===== config.mk =====
export PLATFORM = sky130hd
export DESIGN_NAME = three_point_plane_skew_correction_top_flat
export DESIGN_NICKNAME = d
export VERILOG_FILES = /design/src/design/tpsc_pkg.sv /design/src/design/tpsc_in_if.sv /design/src/design/tpsc_out_if.sv /design/src/design/tpsc_datapath.sv /design/src/design/tpsc_controller.sv /design/src/design/three_point_plane_skew_correction_top.sv /design/src/flat_wrapper.sv
export SDC_FILE = /design/constraint.sdc
export NUM_CORES = 2
export LEC_CHECK = 0
export BUFFER_PORTS_ARGS = -buffer_cell sky130_fd_sc_hd__buf_2
export CORE_MARGIN = 2
export CORE_UTILIZATION = 39
export DETAILED_ROUTE_END_ITERATION = 7
export PLACE_DENSITY_LB_ADDON = 0.15
export SYNTH_ARGS = -nofsm -noshare
export SYNTH_HDL_FRONTEND = slang
export SYNTH_SLANG_ARGS = --single-unit

===== constraint.sdc =====
create_clock -name clk -period 16.6 [get_ports clk]
set_input_delay 0.83 -clock clk [delete_from_list [all_inputs] [get_ports clk]]
set_output_delay 0.83 -clock clk [all_outputs]
set_load 0.01 [all_outputs]

===== src/design/tpsc_pkg.sv =====
package tpsc_pkg;

    // Field and datapath widths
    localparam int COORD_W = 24;
    localparam int DIFF_W  = COORD_W + 1;
    localparam int NORM_W  = 2 * COORD_W + 3;
    localparam int MUL_W   = COORD_W + 3;
    localparam int PROD_W  = 2 * MUL_W;
    localparam int LO_W    = MUL_W - 1;
    localparam int HI_W    = NORM_W - LO_W;
    localparam int ACC_W   = COORD_W + NORM_W + 1;
    localparam int MAG_W   = ACC_W - 1;
    localparam int RES_W   = ACC_W + 1;
    localparam int OUT_W   = 32;
    localparam int STEP_W  = $clog2(MAG_W + 1);

    typedef logic [1:0]                mode_t;
    typedef logic [1:0]                slot_t;
    typedef logic signed [COORD_W-1:0] coord_t;
    typedef logic signed [DIFF_W-1:0]  diff_t;
    typedef logic signed [NORM_W-1:0]  norm_t;
    typedef logic signed [MUL_W-1:0]   mul_t;
    typedef logic signed [PROD_W-1:0]  prod_t;
    typedef logic signed [ACC_W-1:0]   acc_t;
    typedef logic signed [RES_W-1:0]   res_t;
    typedef logic signed [OUT_W-1:0]   zout_t;
    typedef logic [STEP_W-1:0]         step_t;

    // Item modes
    localparam mode_t MODE_LOAD = 2'd0;
    localparam mode_t MODE_FWD  = 2'd1;
    localparam mode_t MODE_INV  = 2'd2;
    localparam mode_t MODE_PASS = 2'd3;

    localparam slot_t SLOT_NONE = 2'd3;

    // Multiplier operand pairs
    typedef logic [3:0] msel_t;
    localparam msel_t MSEL_NONE    = 4'd0;
    localparam msel_t MSEL_V1Y_V2Z = 4'd1;
    localparam msel_t MSEL_V1Z_V2Y = 4'd2;
    localparam msel_t MSEL_V1Z_V2X = 4'd3;
    localparam msel_t MSEL_V1X_V2Z = 4'd4;
    localparam msel_t MSEL_V1X_V2Y = 4'd5;
    localparam msel_t MSEL_V1Y_V2X = 4'd6;
    localparam msel_t MSEL_X_NXL   = 4'd7;
    localparam msel_t MSEL_X_NXH   = 4'd8;
    localparam msel_t MSEL_Y_NYL   = 4'd9;
    localparam msel_t MSEL_Y_NYH   = 4'd10;

    // Accumulator operations
    typedef logic [1:0] aop_t;
    localparam aop_t AOP_HOLD = 2'd0;
    localparam aop_t AOP_LOAD = 2'd1;
    localparam aop_t AOP_ADD  = 2'd2;
    localparam aop_t AOP_SUB  = 2'd3;

    typedef struct packed {
        logic  capture;
        msel_t msel;
        aop_t  aop;
        logic  acc_shift;
        logic  save_nx;
        logic  save_ny;
        logic  commit;
        logic  div_init;
        logic  div_step;
        logic  finish;
    } cmd_t;

endpackage


===== src/design/tpsc_in_if.sv =====
interface tpsc_in_if;
    logic              valid;
    logic              ready;
    tpsc_pkg::mode_t   mode;
    tpsc_pkg::slot_t   probe_slot;
    tpsc_pkg::coord_t  coord_x;
    tpsc_pkg::coord_t  coord_y;
    tpsc_pkg::coord_t  coord_z;

    modport source (
        output valid, mode, probe_slot, coord_x, coord_y, coord_z,
        input  ready
    );
    modport sink (
        input  valid, mode, probe_slot, coord_x, coord_y, coord_z,
        output ready
    );
endinterface


===== src/design/tpsc_out_if.sv =====
interface tpsc_out_if;
    logic             valid;
    logic             ready;
    tpsc_pkg::zout_t  adjusted_z;
    logic             plane_valid;
    logic             clipped;

    modport source (
        output valid, adjusted_z, plane_valid, clipped,
        input  ready
    );
    modport sink (
        input  valid, adjusted_z, plane_valid, clipped,
        output ready
    );
endinterface


===== src/design/tpsc_datapath.sv =====
module tpsc_datapath (
    input  logic              clk,
    input  logic              rst_n,
    input  tpsc_pkg::cmd_t    cmd,
    input  tpsc_pkg::mode_t   mode,
    input  tpsc_pkg::slot_t   probe_slot,
    input  tpsc_pkg::coord_t  coord_x,
    input  tpsc_pkg::coord_t  coord_y,
    input  tpsc_pkg::coord_t  coord_z,
    output tpsc_pkg::zout_t   adjusted_z,
    output logic              plane_valid,
    output logic              clipped
);
    import tpsc_pkg::*;

    // Item registers
    mode_t  mode_reg;
    coord_t x_reg;
    coord_t y_reg;
    coord_t z_reg;

    // Plane state
    coord_t px_reg [3];
    coord_t py_reg [3];
    coord_t pz_reg [3];
    norm_t  nx_reg;
    norm_t  ny_reg;
    norm_t  nz_reg;
    logic   valid_reg;
    norm_t  tmp_x_reg;
    norm_t  tmp_y_reg;

    // Arithmetic registers
    prod_t             prod_reg;
    acc_t              acc_reg;
    acc_t              acc_next;
    logic [MAG_W-1:0]  num_reg;
    logic [NORM_W-1:0] rem_reg;
    logic [NORM_W-1:0] den_reg;
    logic              neg_reg;
    logic              dz_reg;

    // Output registers
    zout_t out_z_reg;
    logic  out_pv_reg;
    logic  out_clip_reg;

    diff_t v1x, v1y, v1z, v2x, v2y, v2z;
    mul_t  mul_a, mul_b;
    prod_t prod_c;
    acc_t  addend;
    norm_t nz_new;
    acc_t  acc_abs;
    norm_t nz_abs;
    logic [NORM_W:0] trial_shift;
    logic [NORM_W:0] trial_diff;
    logic            trial_ge;
    res_t  quo_ext;
    res_t  q_signed;
    res_t  res;
    logic [RES_W-OUT_W:0] res_top;
    logic  res_ovf;

    // Edge vectors of the probed triangle
    assign v1x = diff_t'(px_reg[1]) - diff_t'(px_reg[0]);
    assign v1y = diff_t'(py_reg[1]) - diff_t'(py_reg[0]);
    assign v1z = diff_t'(pz_reg[1]) - diff_t'(pz_reg[0]);
    assign v2x = diff_t'(px_reg[2]) - diff_t'(px_reg[0]);
    assign v2y = diff_t'(py_reg[2]) - diff_t'(py_reg[0]);
    assign v2z = diff_t'(pz_reg[2]) - diff_t'(pz_reg[0]);

    // Select multiplier operands; normals are split into low and high halves
    always_comb
    begin
        mul_a = '0;
        mul_b = '0;
        case (cmd.msel)
            MSEL_V1Y_V2Z:
            begin
                mul_a = mul_t'(v1y);
                mul_b = mul_t'(v2z);
            end
            MSEL_V1Z_V2Y:
            begin
                mul_a = mul_t'(v1z);
                mul_b = mul_t'(v2y);
            end
            MSEL_V1Z_V2X:
            begin
                mul_a = mul_t'(v1z);
                mul_b = mul_t'(v2x);
            end
            MSEL_V1X_V2Z:
            begin
                mul_a = mul_t'(v1x);
                mul_b = mul_t'(v2z);
            end
            MSEL_V1X_V2Y:
            begin
                mul_a = mul_t'(v1x);
                mul_b = mul_t'(v2y);
            end
            MSEL_V1Y_V2X:
            begin
                mul_a = mul_t'(v1y);
                mul_b = mul_t'(v2x);
            end
            MSEL_X_NXL:
            begin
                mul_a = mul_t'(x_reg);
                mul_b = $signed({1'b0, nx_reg[LO_W-1:0]});
            end
            MSEL_X_NXH:
            begin
                mul_a = mul_t'(x_reg);
                mul_b = mul_t'($signed(nx_reg[NORM_W-1:LO_W]));
            end
            MSEL_Y_NYL:
            begin
                mul_a = mul_t'(y_reg);
                mul_b = $signed({1'b0, ny_reg[LO_W-1:0]});
            end
            MSEL_Y_NYH:
            begin
                mul_a = mul_t'(y_reg);
                mul_b = mul_t'($signed(ny_reg[NORM_W-1:LO_W]));
            end
            default:
            begin
                mul_a = '0;
                mul_b = '0;
            end
        endcase
    end

    assign prod_c = mul_a * mul_b;

    // Accumulate the registered product, shifted for high halves
    assign addend = cmd.acc_shift ? (acc_t'(prod_reg) <<< LO_W) : acc_t'(prod_reg);

    always_comb
    begin
        case (cmd.aop)
            AOP_LOAD: acc_next = addend;
            AOP_ADD:  acc_next = acc_reg + addend;
            AOP_SUB:  acc_next = acc_reg - addend;
            default:  acc_next = acc_reg;
        endcase
    end

    assign nz_new  = norm_t'(acc_reg);
    assign acc_abs = acc_reg[ACC_W-1] ? -acc_reg : acc_reg;
    assign nz_abs  = nz_reg[NORM_W-1] ? -nz_reg : nz_reg;

    // One restoring divide step
    assign trial_shift = {rem_reg, num_reg[MAG_W-1]};
    assign trial_diff  = trial_shift - {1'b0, den_reg};
    assign trial_ge    = !trial_diff[NORM_W];

    // Final sum and saturation
    assign quo_ext  = res_t'({1'b0, num_reg});
    assign q_signed = dz_reg ? '0 : (neg_reg ? -quo_ext : quo_ext);
    assign res      = (mode_reg == MODE_FWD) ? (res_t'(z_reg) - q_signed)
                                             : (res_t'(z_reg) + q_signed);
    assign res_top  = res[RES_W-1:OUT_W-1];
    assign res_ovf  = !((&res_top) || !(|res_top));

    // Capture the item
    always_ff @(posedge clk)
    begin
        if (cmd.capture)
        begin
            mode_reg <= mode;
            x_reg    <= coord_x;
            y_reg    <= coord_y;
            z_reg    <= coord_z;
        end
    end

    // Hold probed points and the plane normal
    always_ff @(posedge clk or negedge rst_n)
    begin
        if (!rst_n)
        begin
            for (int i = 0; i < 3; i++)
            begin
                px_reg[i] <= '0;
                py_reg[i] <= '0;
                pz_reg[i] <= '0;
            end
            nx_reg    <= '0;
            ny_reg    <= '0;
            nz_reg    <= norm_t'(1);
            valid_reg <= 1'b0;
        end
        else
        begin
            if (cmd.capture && mode == MODE_LOAD && probe_slot != SLOT_NONE)
            begin
                px_reg[probe_slot] <= coord_x;
                py_reg[probe_slot] <= coord_y;
                pz_reg[probe_slot] <= coord_z;
            end
            if (cmd.commit)
            begin
                if (nz_new == '0)
                begin
                    valid_reg <= 1'b0;
                end
                else
                begin
                    valid_reg <= 1'b1;
                    if (nz_new[NORM_W-1])
                    begin
                        nx_reg <= -tmp_x_reg;
                        ny_reg <= -tmp_y_reg;
                        nz_reg <= -nz_new;
                    end
                    else
                    begin
                        nx_reg <= tmp_x_reg;
                        ny_reg <= tmp_y_reg;
                        nz_reg <= nz_new;
                    end
                end
            end
        end
    end

    // Multiply, accumulate and divide
    always_ff @(posedge clk)
    begin
        prod_reg <= prod_c;
        acc_reg  <= acc_next;
        if (cmd.save_nx)
        begin
            tmp_x_reg <= norm_t'(acc_reg);
        end
        if (cmd.save_ny)
        begin
            tmp_y_reg <= norm_t'(acc_reg);
        end
        if (cmd.div_init)
        begin
            num_reg <= acc_abs[MAG_W-1:0];
            rem_reg <= '0;
            den_reg <= nz_abs;
            neg_reg <= acc_reg[ACC_W-1] ^ nz_reg[NORM_W-1];
            dz_reg  <= (nz_reg == '0);
        end
        else if (cmd.div_step)
        begin
            num_reg <= {num_reg[MAG_W-2:0], trial_ge};
            rem_reg <= trial_ge ? trial_diff[NORM_W-1:0] : trial_shift[NORM_W-1:0];
        end
    end

    // Load the result register
    always_ff @(posedge clk)
    begin
        if (cmd.finish)
        begin
            out_pv_reg <= valid_reg;
            if (mode_reg == MODE_FWD || mode_reg == MODE_INV)
            begin
                if (res_ovf)
                begin
                    out_z_reg    <= res[RES_W-1] ? {1'b1, {(OUT_W-1){1'b0}}}
                                                 : {1'b0, {(OUT_W-1){1'b1}}};
                    out_clip_reg <= 1'b1;
                end
                else
                begin
                    out_z_reg    <= res[OUT_W-1:0];
                    out_clip_reg <= 1'b0;
                end
            end
            else
            begin
                out_z_reg    <= zout_t'(z_reg);
                out_clip_reg <= 1'b0;
            end
        end
    end

    assign adjusted_z  = out_z_reg;
    assign plane_valid = out_pv_reg;
    assign clipped     = out_clip_reg;

endmodule


===== src/design/tpsc_controller.sv =====
module tpsc_controller (
    input  logic             clk,
    input  logic             rst_n,
    input  logic             item_valid,
    input  tpsc_pkg::mode_t  item_mode,
    output logic             item_ready,
    output logic             result_valid,
    input  logic             result_ready,
    output tpsc_pkg::cmd_t   cmd
);
    import tpsc_pkg::*;

    localparam logic [2:0] ST_IDLE = 3'd0;
    localparam logic [2:0] ST_LOAD = 3'd1;
    localparam logic [2:0] ST_SKEW = 3'd2;
    localparam logic [2:0] ST_DIV  = 3'd3;
    localparam logic [2:0] ST_DONE = 3'd4;

    localparam step_t SQ0 = step_t'(0);
    localparam step_t SQ1 = step_t'(1);
    localparam step_t SQ2 = step_t'(2);
    localparam step_t SQ3 = step_t'(3);
    localparam step_t SQ4 = step_t'(4);
    localparam step_t SQ5 = step_t'(5);
    localparam step_t SQ6 = step_t'(6);
    localparam step_t SQ7 = step_t'(7);
    localparam step_t DIV_LAST = step_t'(MAG_W - 1);

    logic [2:0] state_reg, state_next;
    step_t      step_reg, step_next;
    logic       out_valid_reg, out_valid_next;

    always_comb
    begin
        state_next     = state_reg;
        step_next      = step_reg;
        out_valid_next = out_valid_reg && !result_ready;
        cmd            = '0;
        item_ready     = 1'b0;
        case (state_reg)
            ST_IDLE:
            begin
                item_ready = 1'b1;
                step_next  = SQ0;
                if (item_valid)
                begin
                    cmd.capture = 1'b1;
                    case (item_mode)
                        MODE_LOAD: state_next = ST_LOAD;
                        MODE_FWD:  state_next = ST_SKEW;
                        MODE_INV:  state_next = ST_SKEW;
                        default:   state_next = ST_DONE;
                    endcase
                end
            end
            // Cross product: each product is accumulated the cycle after it is formed
            ST_LOAD:
            begin
                step_next = step_reg + step_t'(1);
                case (step_reg)
                    SQ0:
                    begin
                        cmd.msel = MSEL_V1Y_V2Z;
                    end
                    SQ1:
                    begin
                        cmd.msel = MSEL_V1Z_V2Y;
                        cmd.aop  = AOP_LOAD;
                    end
                    SQ2:
                    begin
                        cmd.msel = MSEL_V1Z_V2X;
                        cmd.aop  = AOP_SUB;
                    end
                    SQ3:
                    begin
                        cmd.save_nx = 1'b1;
                        cmd.msel    = MSEL_V1X_V2Z;
                        cmd.aop     = AOP_LOAD;
                    end
                    SQ4:
                    begin
                        cmd.msel = MSEL_V1X_V2Y;
                        cmd.aop  = AOP_SUB;
                    end
                    SQ5:
                    begin
                        cmd.save_ny = 1'b1;
                        cmd.msel    = MSEL_V1Y_V2X;
                        cmd.aop     = AOP_LOAD;
                    end
                    SQ6:
                    begin
                        cmd.aop = AOP_SUB;
                    end
                    SQ7:
                    begin
                        cmd.commit = 1'b1;
                        state_next = ST_DONE;
                    end
                    default:
                    begin
                        state_next = ST_DONE;
                    end
                endcase
            end
            // Dot product x*Nx + y*Ny from split halves of the normal
            ST_SKEW:
            begin
                step_next = step_reg + step_t'(1);
                case (step_reg)
                    SQ0:
                    begin
                        cmd.msel = MSEL_X_NXL;
                    end
                    SQ1:
                    begin
                        cmd.msel = MSEL_X_NXH;
                        cmd.aop  = AOP_LOAD;
                    end
                    SQ2:
                    begin
                        cmd.msel      = MSEL_Y_NYL;
                        cmd.aop       = AOP_ADD;
                        cmd.acc_shift = 1'b1;
                    end
                    SQ3:
                    begin
                        cmd.msel = MSEL_Y_NYH;
                        cmd.aop  = AOP_ADD;
                    end
                    SQ4:
                    begin
                        cmd.aop       = AOP_ADD;
                        cmd.acc_shift = 1'b1;
                    end
                    SQ5:
                    begin
                        cmd.div_init = 1'b1;
                        step_next    = SQ0;
                        state_next   = ST_DIV;
                    end
                    default:
                    begin
                        step_next  = SQ0;
                        state_next = ST_DIV;
                    end
                endcase
            end
            // One quotient bit per cycle
            ST_DIV:
            begin
                cmd.div_step = 1'b1;
                step_next    = step_reg + step_t'(1);
                if (step_reg == DIV_LAST)
                begin
                    state_next = ST_DONE;
                end
            end
            // Wait for the result register to free up
            ST_DONE:
            begin
                if (!out_valid_reg || result_ready)
                begin
                    cmd.finish     = 1'b1;
                    out_valid_next = 1'b1;
                    state_next     = ST_IDLE;
                end
            end
            default:
            begin
                state_next = ST_IDLE;
            end
        endcase
    end

    always_ff @(posedge clk or negedge rst_n)
    begin
        if (!rst_n)
        begin
            state_reg     <= ST_IDLE;
            step_reg      <= '0;
            out_valid_reg <= 1'b0;
        end
        else
        begin
            state_reg     <= state_next;
            step_reg      <= step_next;
            out_valid_reg <= out_valid_next;
        end
    end

    assign result_valid = out_valid_reg;

endmodule


===== src/design/three_point_plane_skew_correction_top.sv =====
// Three-point plane skew correction.
// The item channel takes a mode, a probe slot and an x/y/z coordinate. Mode 0
// stores the point in the chosen slot and rebuilds the bed normal from the
// three held points; modes 1 and 2 move z onto or off the probed plane by
// (x*Nx + y*Ny) / Nz; mode 3 passes z through. Every beat accepted on the item
// channel gives exactly one beat on the result channel: adjusted_z,
// plane_valid and clipped.
// A probe load runs the cross-product sequence, a skew runs the dot product
// and then the divider, and a pass-through goes straight to the result
// register. One item is in work at a time and the next item is taken the cycle
// after the result is loaded. The divider is a restoring divider, which
// retires one quotient bit per cycle over the 75-bit dot product; one shared
// 27x27 multiplier forms all products.
// The result sits in an output register; a new item is accepted while it
// waits. If the receiver stalls, the next result waits in the datapath and
// the item channel stays closed until the result register is taken.
// Reset clears the probe points and the normal to the identity plane
// (normal 0,0,1) with plane_valid low; the block is ready once reset is released.
module three_point_plane_skew_correction_top (
    input logic        clk,
    input logic        rst_n,
    tpsc_in_if.sink    item,
    tpsc_out_if.source result
);
    import tpsc_pkg::*;

    cmd_t cmd;

    tpsc_controller u_ctrl (
        .clk          (clk),
        .rst_n        (rst_n),
        .item_valid   (item.valid),
        .item_mode    (item.mode),
        .item_ready   (item.ready),
        .result_valid (result.valid),
        .result_ready (result.ready),
        .cmd          (cmd)
    );

    tpsc_datapath u_dp (
        .clk         (clk),
        .rst_n       (rst_n),
        .cmd         (cmd),
        .mode        (item.mode),
        .probe_slot  (item.probe_slot),
        .coord_x     (item.coord_x),
        .coord_y     (item.coord_y),
        .coord_z     (item.coord_z),
        .adjusted_z  (result.adjusted_z),
        .plane_valid (result.plane_valid),
        .clipped     (result.clipped)
    );

endmodule

===== src/flat_wrapper.sv =====
// flat-port wrapper written by rule: the top's interface ports become plain ports
module three_point_plane_skew_correction_top_flat import tpsc_pkg::*;
  (clk, rst_n, item_valid, item_mode, item_probe_slot, item_coord_x, item_coord_y, item_coord_z, item_ready, result_valid, result_adjusted_z, result_plane_valid, result_clipped, result_ready);
  tpsc_in_if item_i ();
  tpsc_out_if result_i ();
  input logic clk;
  input logic rst_n;
  input wire logic [$bits(item_i.valid)-1:0] item_valid;
  input wire logic [$bits(item_i.mode)-1:0] item_mode;
  input wire logic [$bits(item_i.probe_slot)-1:0] item_probe_slot;
  input wire logic [$bits(item_i.coord_x)-1:0] item_coord_x;
  input wire logic [$bits(item_i.coord_y)-1:0] item_coord_y;
  input wire logic [$bits(item_i.coord_z)-1:0] item_coord_z;
  output wire logic [$bits(item_i.ready)-1:0] item_ready;
  output wire logic [$bits(result_i.valid)-1:0] result_valid;
  output wire logic [$bits(result_i.adjusted_z)-1:0] result_adjusted_z;
  output wire logic [$bits(result_i.plane_valid)-1:0] result_plane_valid;
  output wire logic [$bits(result_i.clipped)-1:0] result_clipped;
  input wire logic [$bits(result_i.ready)-1:0] result_ready;
  assign item_i.valid = item_valid;
  assign item_i.mode = item_mode;
  assign item_i.probe_slot = item_probe_slot;
  assign item_i.coord_x = item_coord_x;
  assign item_i.coord_y = item_coord_y;
  assign item_i.coord_z = item_coord_z;
  assign item_ready = item_i.ready;
  assign result_valid = result_i.valid;
  assign result_adjusted_z = result_i.adjusted_z;
  assign result_plane_valid = result_i.plane_valid;
  assign result_clipped = result_i.clipped;
  assign result_i.ready = result_ready;
  three_point_plane_skew_correction_top u_core (.clk(clk), .rst_n(rst_n), .item(item_i), .result(result_i));
endmodule

## Word-level counts from Yosys, hierarchy flattened

Cells that the tools add are included.

| storage, ports and cells | value |
|---|---|
| flip-flop bits (word level) | 900 |
| latch bits | 0 |
| memory bits (writable) | 0 |
| bits in read-only memories | 0 |
| input bits | 80 |
| logic and storage cells | 185 |
| memories | 0 |

| operators by class | value |
|---|---|
| add/subtract/negate cells | 18 |
| multiply operators | 1 |
| div/mod/pow operators | 0 |
| $lt $le $gt $ge | 2 |
| eq/ne operators | 35 |
| shifts and indexed selects | 0 |
| multiplexer cells | 54 |
| bitwise gates (word level) | 3 |
| reduce and logical (&&, ||, !) cells | 39 |

Operators by type and width:

| operator | number |
|---|---|
| 2-to-1 mux 77 bit | 3 |
| one-hot mux 76 bit (3 select lines) | 1 |
| 2-to-1 mux 75 bit | 3 |
| bitwise mux 72 bit | 3 |
| 2-to-1 mux 51 bit | 4 |
| negator 51 bit | 4 |
| one-hot mux 27 bit (7 select lines) | 1 |
| subtractor 24 x 24 -> 25 bit | 6 |
| one-hot mux 27 bit (5 select lines) | 1 |
| zero test 51 bit | 2 |
| 2-to-1 mux 32 bit | 3 |
| adder 24 x 77 -> 77 bit | 1 |
| negator 75 -> 77 bit | 1 |
| subtractor 24 x 77 -> 77 bit | 1 |
| adder 76 bit | 1 |
| 2-to-1 mux 76 bit | 1 |
| subtractor 76 bit | 1 |
| negator 75 bit | 1 |
| multiplier 27 x 27 -> 54 bit | 1 |
| subtractor 52 x 51 -> 52 bit | 1 |
| 2-to-1 mux 50 bit | 1 |
| demux 24 bit (select 2 bit) | 1 |
| AND reduction 46 bit | 1 |
| OR reduction 46 bit | 1 |
| 45 further kinds | 108 |

## Logic depth before layout (Yosys ltp)

| depth | value |
|---|---|
| depth in word-level cells | 10 |
| mapped depth | 49 |
| gate-level depth less buffers | 45 |

## By module

A second synthesis with hierarchy kept.

| unflattened totals | value |
|---|---|
| cell total of the unflattened synthesis | 10040 |
| area total of the unflattened synthesis | 89492.1 µm² |

By module, submodules not included:

| module | instances | cells an instance | area each (µm²) |
|---|---|---|---|
| tpsc_datapath | 1 | 9922 | 88549.9 |
| tpsc_controller | 1 | 118 | 942.2 |

## Worst setup path after synthesis

No wires, ideal clock.

| path | value |
|---|---|
| path type | flip-flop to flip-flop |
| start | register u_core.u_ctrl.state_reg[0] |
| end | register u_core.u_dp.prod_reg[52] |
| arrival | 12.348 ns |
| setup slack | 4.126 ns |
| cell stages (with the launch flop) | 39 |
| path through | dfrtp_1 > clkbuf_1 > or3b_2 > or2_2 > nor2_1 > a21oi_1 > o21bai_1 > buf_1 > mux2i_1 > and2_1 > clkbuf_1 > clkbuf_1 > a41o_1 > clkbuf_1 > and2_1 > fa_1 > fa_1 > inv_1 > [3 not listed] > inv_1 > fa_1 > inv_1 > fa_1 > inv_1 > fa_1 > inv_1 > ha_1 > and3_1 > a221oi_1 > nand2_1 > a21oi_1 > o2111ai_1 > a41oi_1 > nor2b_1 > o21ai_0 > o211ai_1 > xor2_1 |

| between the ends | value |
|---|---|
| longest elaborated chain between the ends | 6 |
| elaborated cells on any way between the ends | 24 |
| those cells by class | 1 x mul; 12 x eq/ne; 3 x mux; 8 x reduce/logical |

Ends and longest elaborated chain:

| item | line | source |
|---|---|---|
| from (decl) | tpsc_controller.sv:29 | `logic [2:0] state_reg, state_next;` |
| from (signal assigned) | tpsc_controller.sv:187 | `state_reg <= state_next;` |
| == test 3 x 2 -> 1 bit / == test 3 x 1 -> 1 bit (equally long branches) | tpsc_controller.sv:40 | `case (state_reg)` |
| one-hot mux 6 bit (2 select lines) * | tpsc_controller.sv:40 |  |
| == test 4 x 3 -> 1 bit (tied with other cells) | tpsc_datapath.sv:77 | `case (cmd.msel)` |
| OR reduction 2 bit (no source line) | n/a |  |
| one-hot mux 27 bit (7 select lines) / one-hot mux 27 bit (5 select lines) (equally long branches) | tpsc_datapath.sv:77 |  |
| multiplier 27 x 27 -> 54 bit * | tpsc_datapath.sv:136 | `assign prod_c = mul_a * mul_b;` |
| named net u_core.u_dp.prod_c[52] | tpsc_datapath.sv:50 | `prod_t prod_c;` |
| to (signal assigned) | tpsc_datapath.sv:233 | `prod_reg <= prod_c;` |
| to (decl) | tpsc_datapath.sv:34 | `prod_t prod_reg;` |

Mark *: on every way through the listed nets, which the timed path passes. The rest lies on a longest branch.
A chain may end at the register's enable or synchronous reset.

## Worst setup path after layout

| path | value |
|---|---|
| start | register u_core.u_ctrl.state_reg[1] |
| end | register u_core.u_dp.prod_reg[51] |

The elaborated chain is that of the path after synthesis.

==> out/results.tsv <==
metric	value	unit
vias_per_cell	5.75	
critPathArrivalTime	14.43	ns
overflow	0	
rows	176	
io_buffers	115	
hold_viol	0	
yosysSeqAreaShare	0.267	
setup-violations-final	0	
grt-busiest-layer	met2	
syn_avg_cell_area	8.78	µm²
layout.cells.non_filler	13300	
holdCritPathClass	in -> async	
finalSetupTns	0	ns
drive_gt1_frac	0.0715	
fp.dieArea	0.235	mm²
final_util	0.426	
grt_pass1_vias	76400	
drv_slew	0	
grtUsageMet3	0.0339	
fmax	0.0726	GHz
yosysUniqueCellTypes	98	
worstSetupPathType	reg -> reg	
fill_cells	23000	
cts_root_buffer	clkbuf_16	
cp_max_fo	52	
use_met2	0.448	
grt_usage	0.275	
final_min_period_over_clock_period	0.830	
crit_required	17.26	ns
fp.coreArea	0.230	mm²
post-cts-setup-buffers	0	
synth_edf_count	414	
cp_slowest_stage_delay	1.00	ns
cts.clk_slew.worst_paths	0.06	ns
fp.dieH	485	µm
ant_nets	0	
worst_pin_slew	1.26	ns
insertion_delay	0.81	ns
hpwl	259000	µm
clockBufferDepth	3	
relSlewSlack	0.161	
layout.nets	11500	
cp-start-kind	flip-flop	
drtPass1Iterations	8	
crit_path_end_kind	flip-flop	
fin_worst_skew	0.0909	ns
antenna_found_initial	13	
critical-path-slowest-cell	o21bai_1	
syn2layout_area_growth	8.77	%
ys_ff_latch	900	
critPathTopFamily	adder cells	
cts_made_buffers	110	
grtUsageMet1	0.370	
cts_resized	0	
finalWirelength	329000	µm
cts_max_level	3	
syn_area	0.0901	mm²
hold_buffers	0	
rsz0062_at_grt	no	
syn_inst	10300	
dpl.cell_count	13100	
grt_pass1_wl	492000	µm
ys.flop_type	edfxtp_1	
clock_sinks	900	
ys.warnings.count	0	
min_period	13.77	ns
rr_startpoint	u_core.u_ctrl.state_reg[1]	
violations	DRC	
drc	6	
dr_total_vias	76500	
io_pins	116	
setup_slack	2.83	ns
place_congestion	0.956	
dp_slack	2.93	ns
drt-wirelength-per-cell	24.7	µm
tritoncts	built	
start_util	0.392	
fp.dieW	485	µm
grt_max_degree	99	
r2r_slack	2.83	ns
drt_iter0_drc	6559	
async_flop_share	0.423	
status	finished, violations left	
maxCapViolCount	0	
synth_nets	11600	
rr_endpoint	u_core.u_dp.prod_reg[51]	
r2r_cells	38	
largest_reg_flops	76	
crit_buf_inv	9	
## final cells by class
| class | count | area [µm²] | area share |
|---|---|---|---|
| multi-input cells | 7765 | 60300 | 0.615 |
| diodes | 10 | 25.0 | 0.000255 |
| well taps | 3026 | 3790 | 0.0386 |
| clock buffers | 140 | 2990 | 0.0305 |
| repair buffers | 265 | 1710 | 0.0174 |
| flip-flops and latches | 900 | 24100 | 0.246 |
| clock inverters | 69 | 897 | 0.00915 |
| inverters | 1142 | 4290 | 0.0437 |
## layer usage
layer,up-vias,part of all wire,routed length (µm)
met5,-,0.000058,19
met4,4,0.047,15300
met3,649,0.064,21000
met2,2766,0.46,153000
met1,38100,0.43,140000
li1,34900,-,-
## worst reg2reg max path, delay by kind of cell, from the launching register on
| kind | cells | cell delay (ns) |
|---|---|---|
| AOI/OAI and AO/OA | 11 | 3.42 |
| muxes | 1 | 0.32 |
| xor gates and xnor gates | 1 | 0.14 |
| adders and majority gates | 8 | 4.81 |
| buffers and inverters | 9 | 1.96 |
| and+or+nand+nor | 8 | 2.49 |
| DFF | 1 | 0.57 |
## worst max path at each step
stage	startpoint	to	slack, ns	cells past startpoint
5_1_grt	u_core.u_ctrl.state_reg[1]	u_core.u_dp.prod_reg[51]	2.08	37
2_1_floorplan	u_core.u_ctrl.state_reg[0]	u_core.u_dp.prod_reg[52]	4.13	38
6_report	u_core.u_ctrl.state_reg[1]	u_core.u_dp.prod_reg[51]	2.83	38
4_1_cts	u_core.u_ctrl.state_reg[1]	u_core.u_dp.prod_reg[51]	2.91	37
3_3_place_gp	u_core.u_ctrl.state_reg[1]	u_core.u_dp.prod_reg[53]	3.02	39
3_5_place_dp	u_core.u_ctrl.state_reg[1]	u_core.u_dp.prod_reg[51]	2.93	37
## logic make-up (layout without fill, tap and decap cells)
family,Yosys count,after routing,share of synthesized area
other cells,0,10,0
fa+ha+maj,1249,1249,0.234
buf+inv,1604,1616,0.0674
compound gates,2284,2284,0.160
xor+xnor,782,782,0.0761
simple gates,3184,3184,0.163
flops,900,900,0.267
mux,266,266,0.0317
## synth_stat cells, types with 380 or more instances
library cell	n	area [µm²]
nor2_1	729	2740
a21oi_1	537	2690
edfxtp_1	414	12400
xnor2_1	381	3340
clkbuf_1	426	1600
dfrtp_1	380	9510
inv_1	1142	4290
o21ai_0	754	3770
nand2_1	1301	4880
xor2_1	400	3500
fa_1	733	14700
ha_1	516	6460
## per-stage QoR
| stage | hold slack, ns | area, µm² |
|---|---|---|
| 3_3_place_gp | 0.468 | 94100 |
| 4_1_cts | 0.0151 | 98000 |
| 5_1_grt | 0.0515 | 98000 |
| 6_report | 0.0376 | 98000 |
| 2_1_floorplan | 0.419 | 90100 |
| 3_5_place_dp | 0.472 | 94100 |
## layout by cell type (no fill, tap or decap), types with 68 or more instances in the layout
cell,synthesis,final
a21o_1,162,162
or3_1,134,132
buf_4,0,149
clkbuf_16,0,111
nand3_1,158,157
nor2b_1,83,83
and2_1,93,92
o31ai_1,103,103
dfxtp_1,105,105
o21ai_0,754,754
nand2b_1,84,83
or4_1,68,68
mux2i_1,112,112
a31oi_1,77,77
mux2_2,154,154
nand2_1,1301,1297
and3_1,79,78
o21bai_1,74,74
xor2_1,400,399
nand4_1,76,76
fa_1,733,733
dfrtp_1,380,380
edfxtp_1,414,414
nor2_1,729,722
buf_2,7,115
nor3_1,187,183
xnor2_1,381,381
o21a_1,70,70
inv_1,1142,1141
a21oi_1,537,533
ha_1,516,515
Power is left out: the tool's default activity adds up to more than one toggle a clock period on the data nets, which glitch-free logic cannot reach.
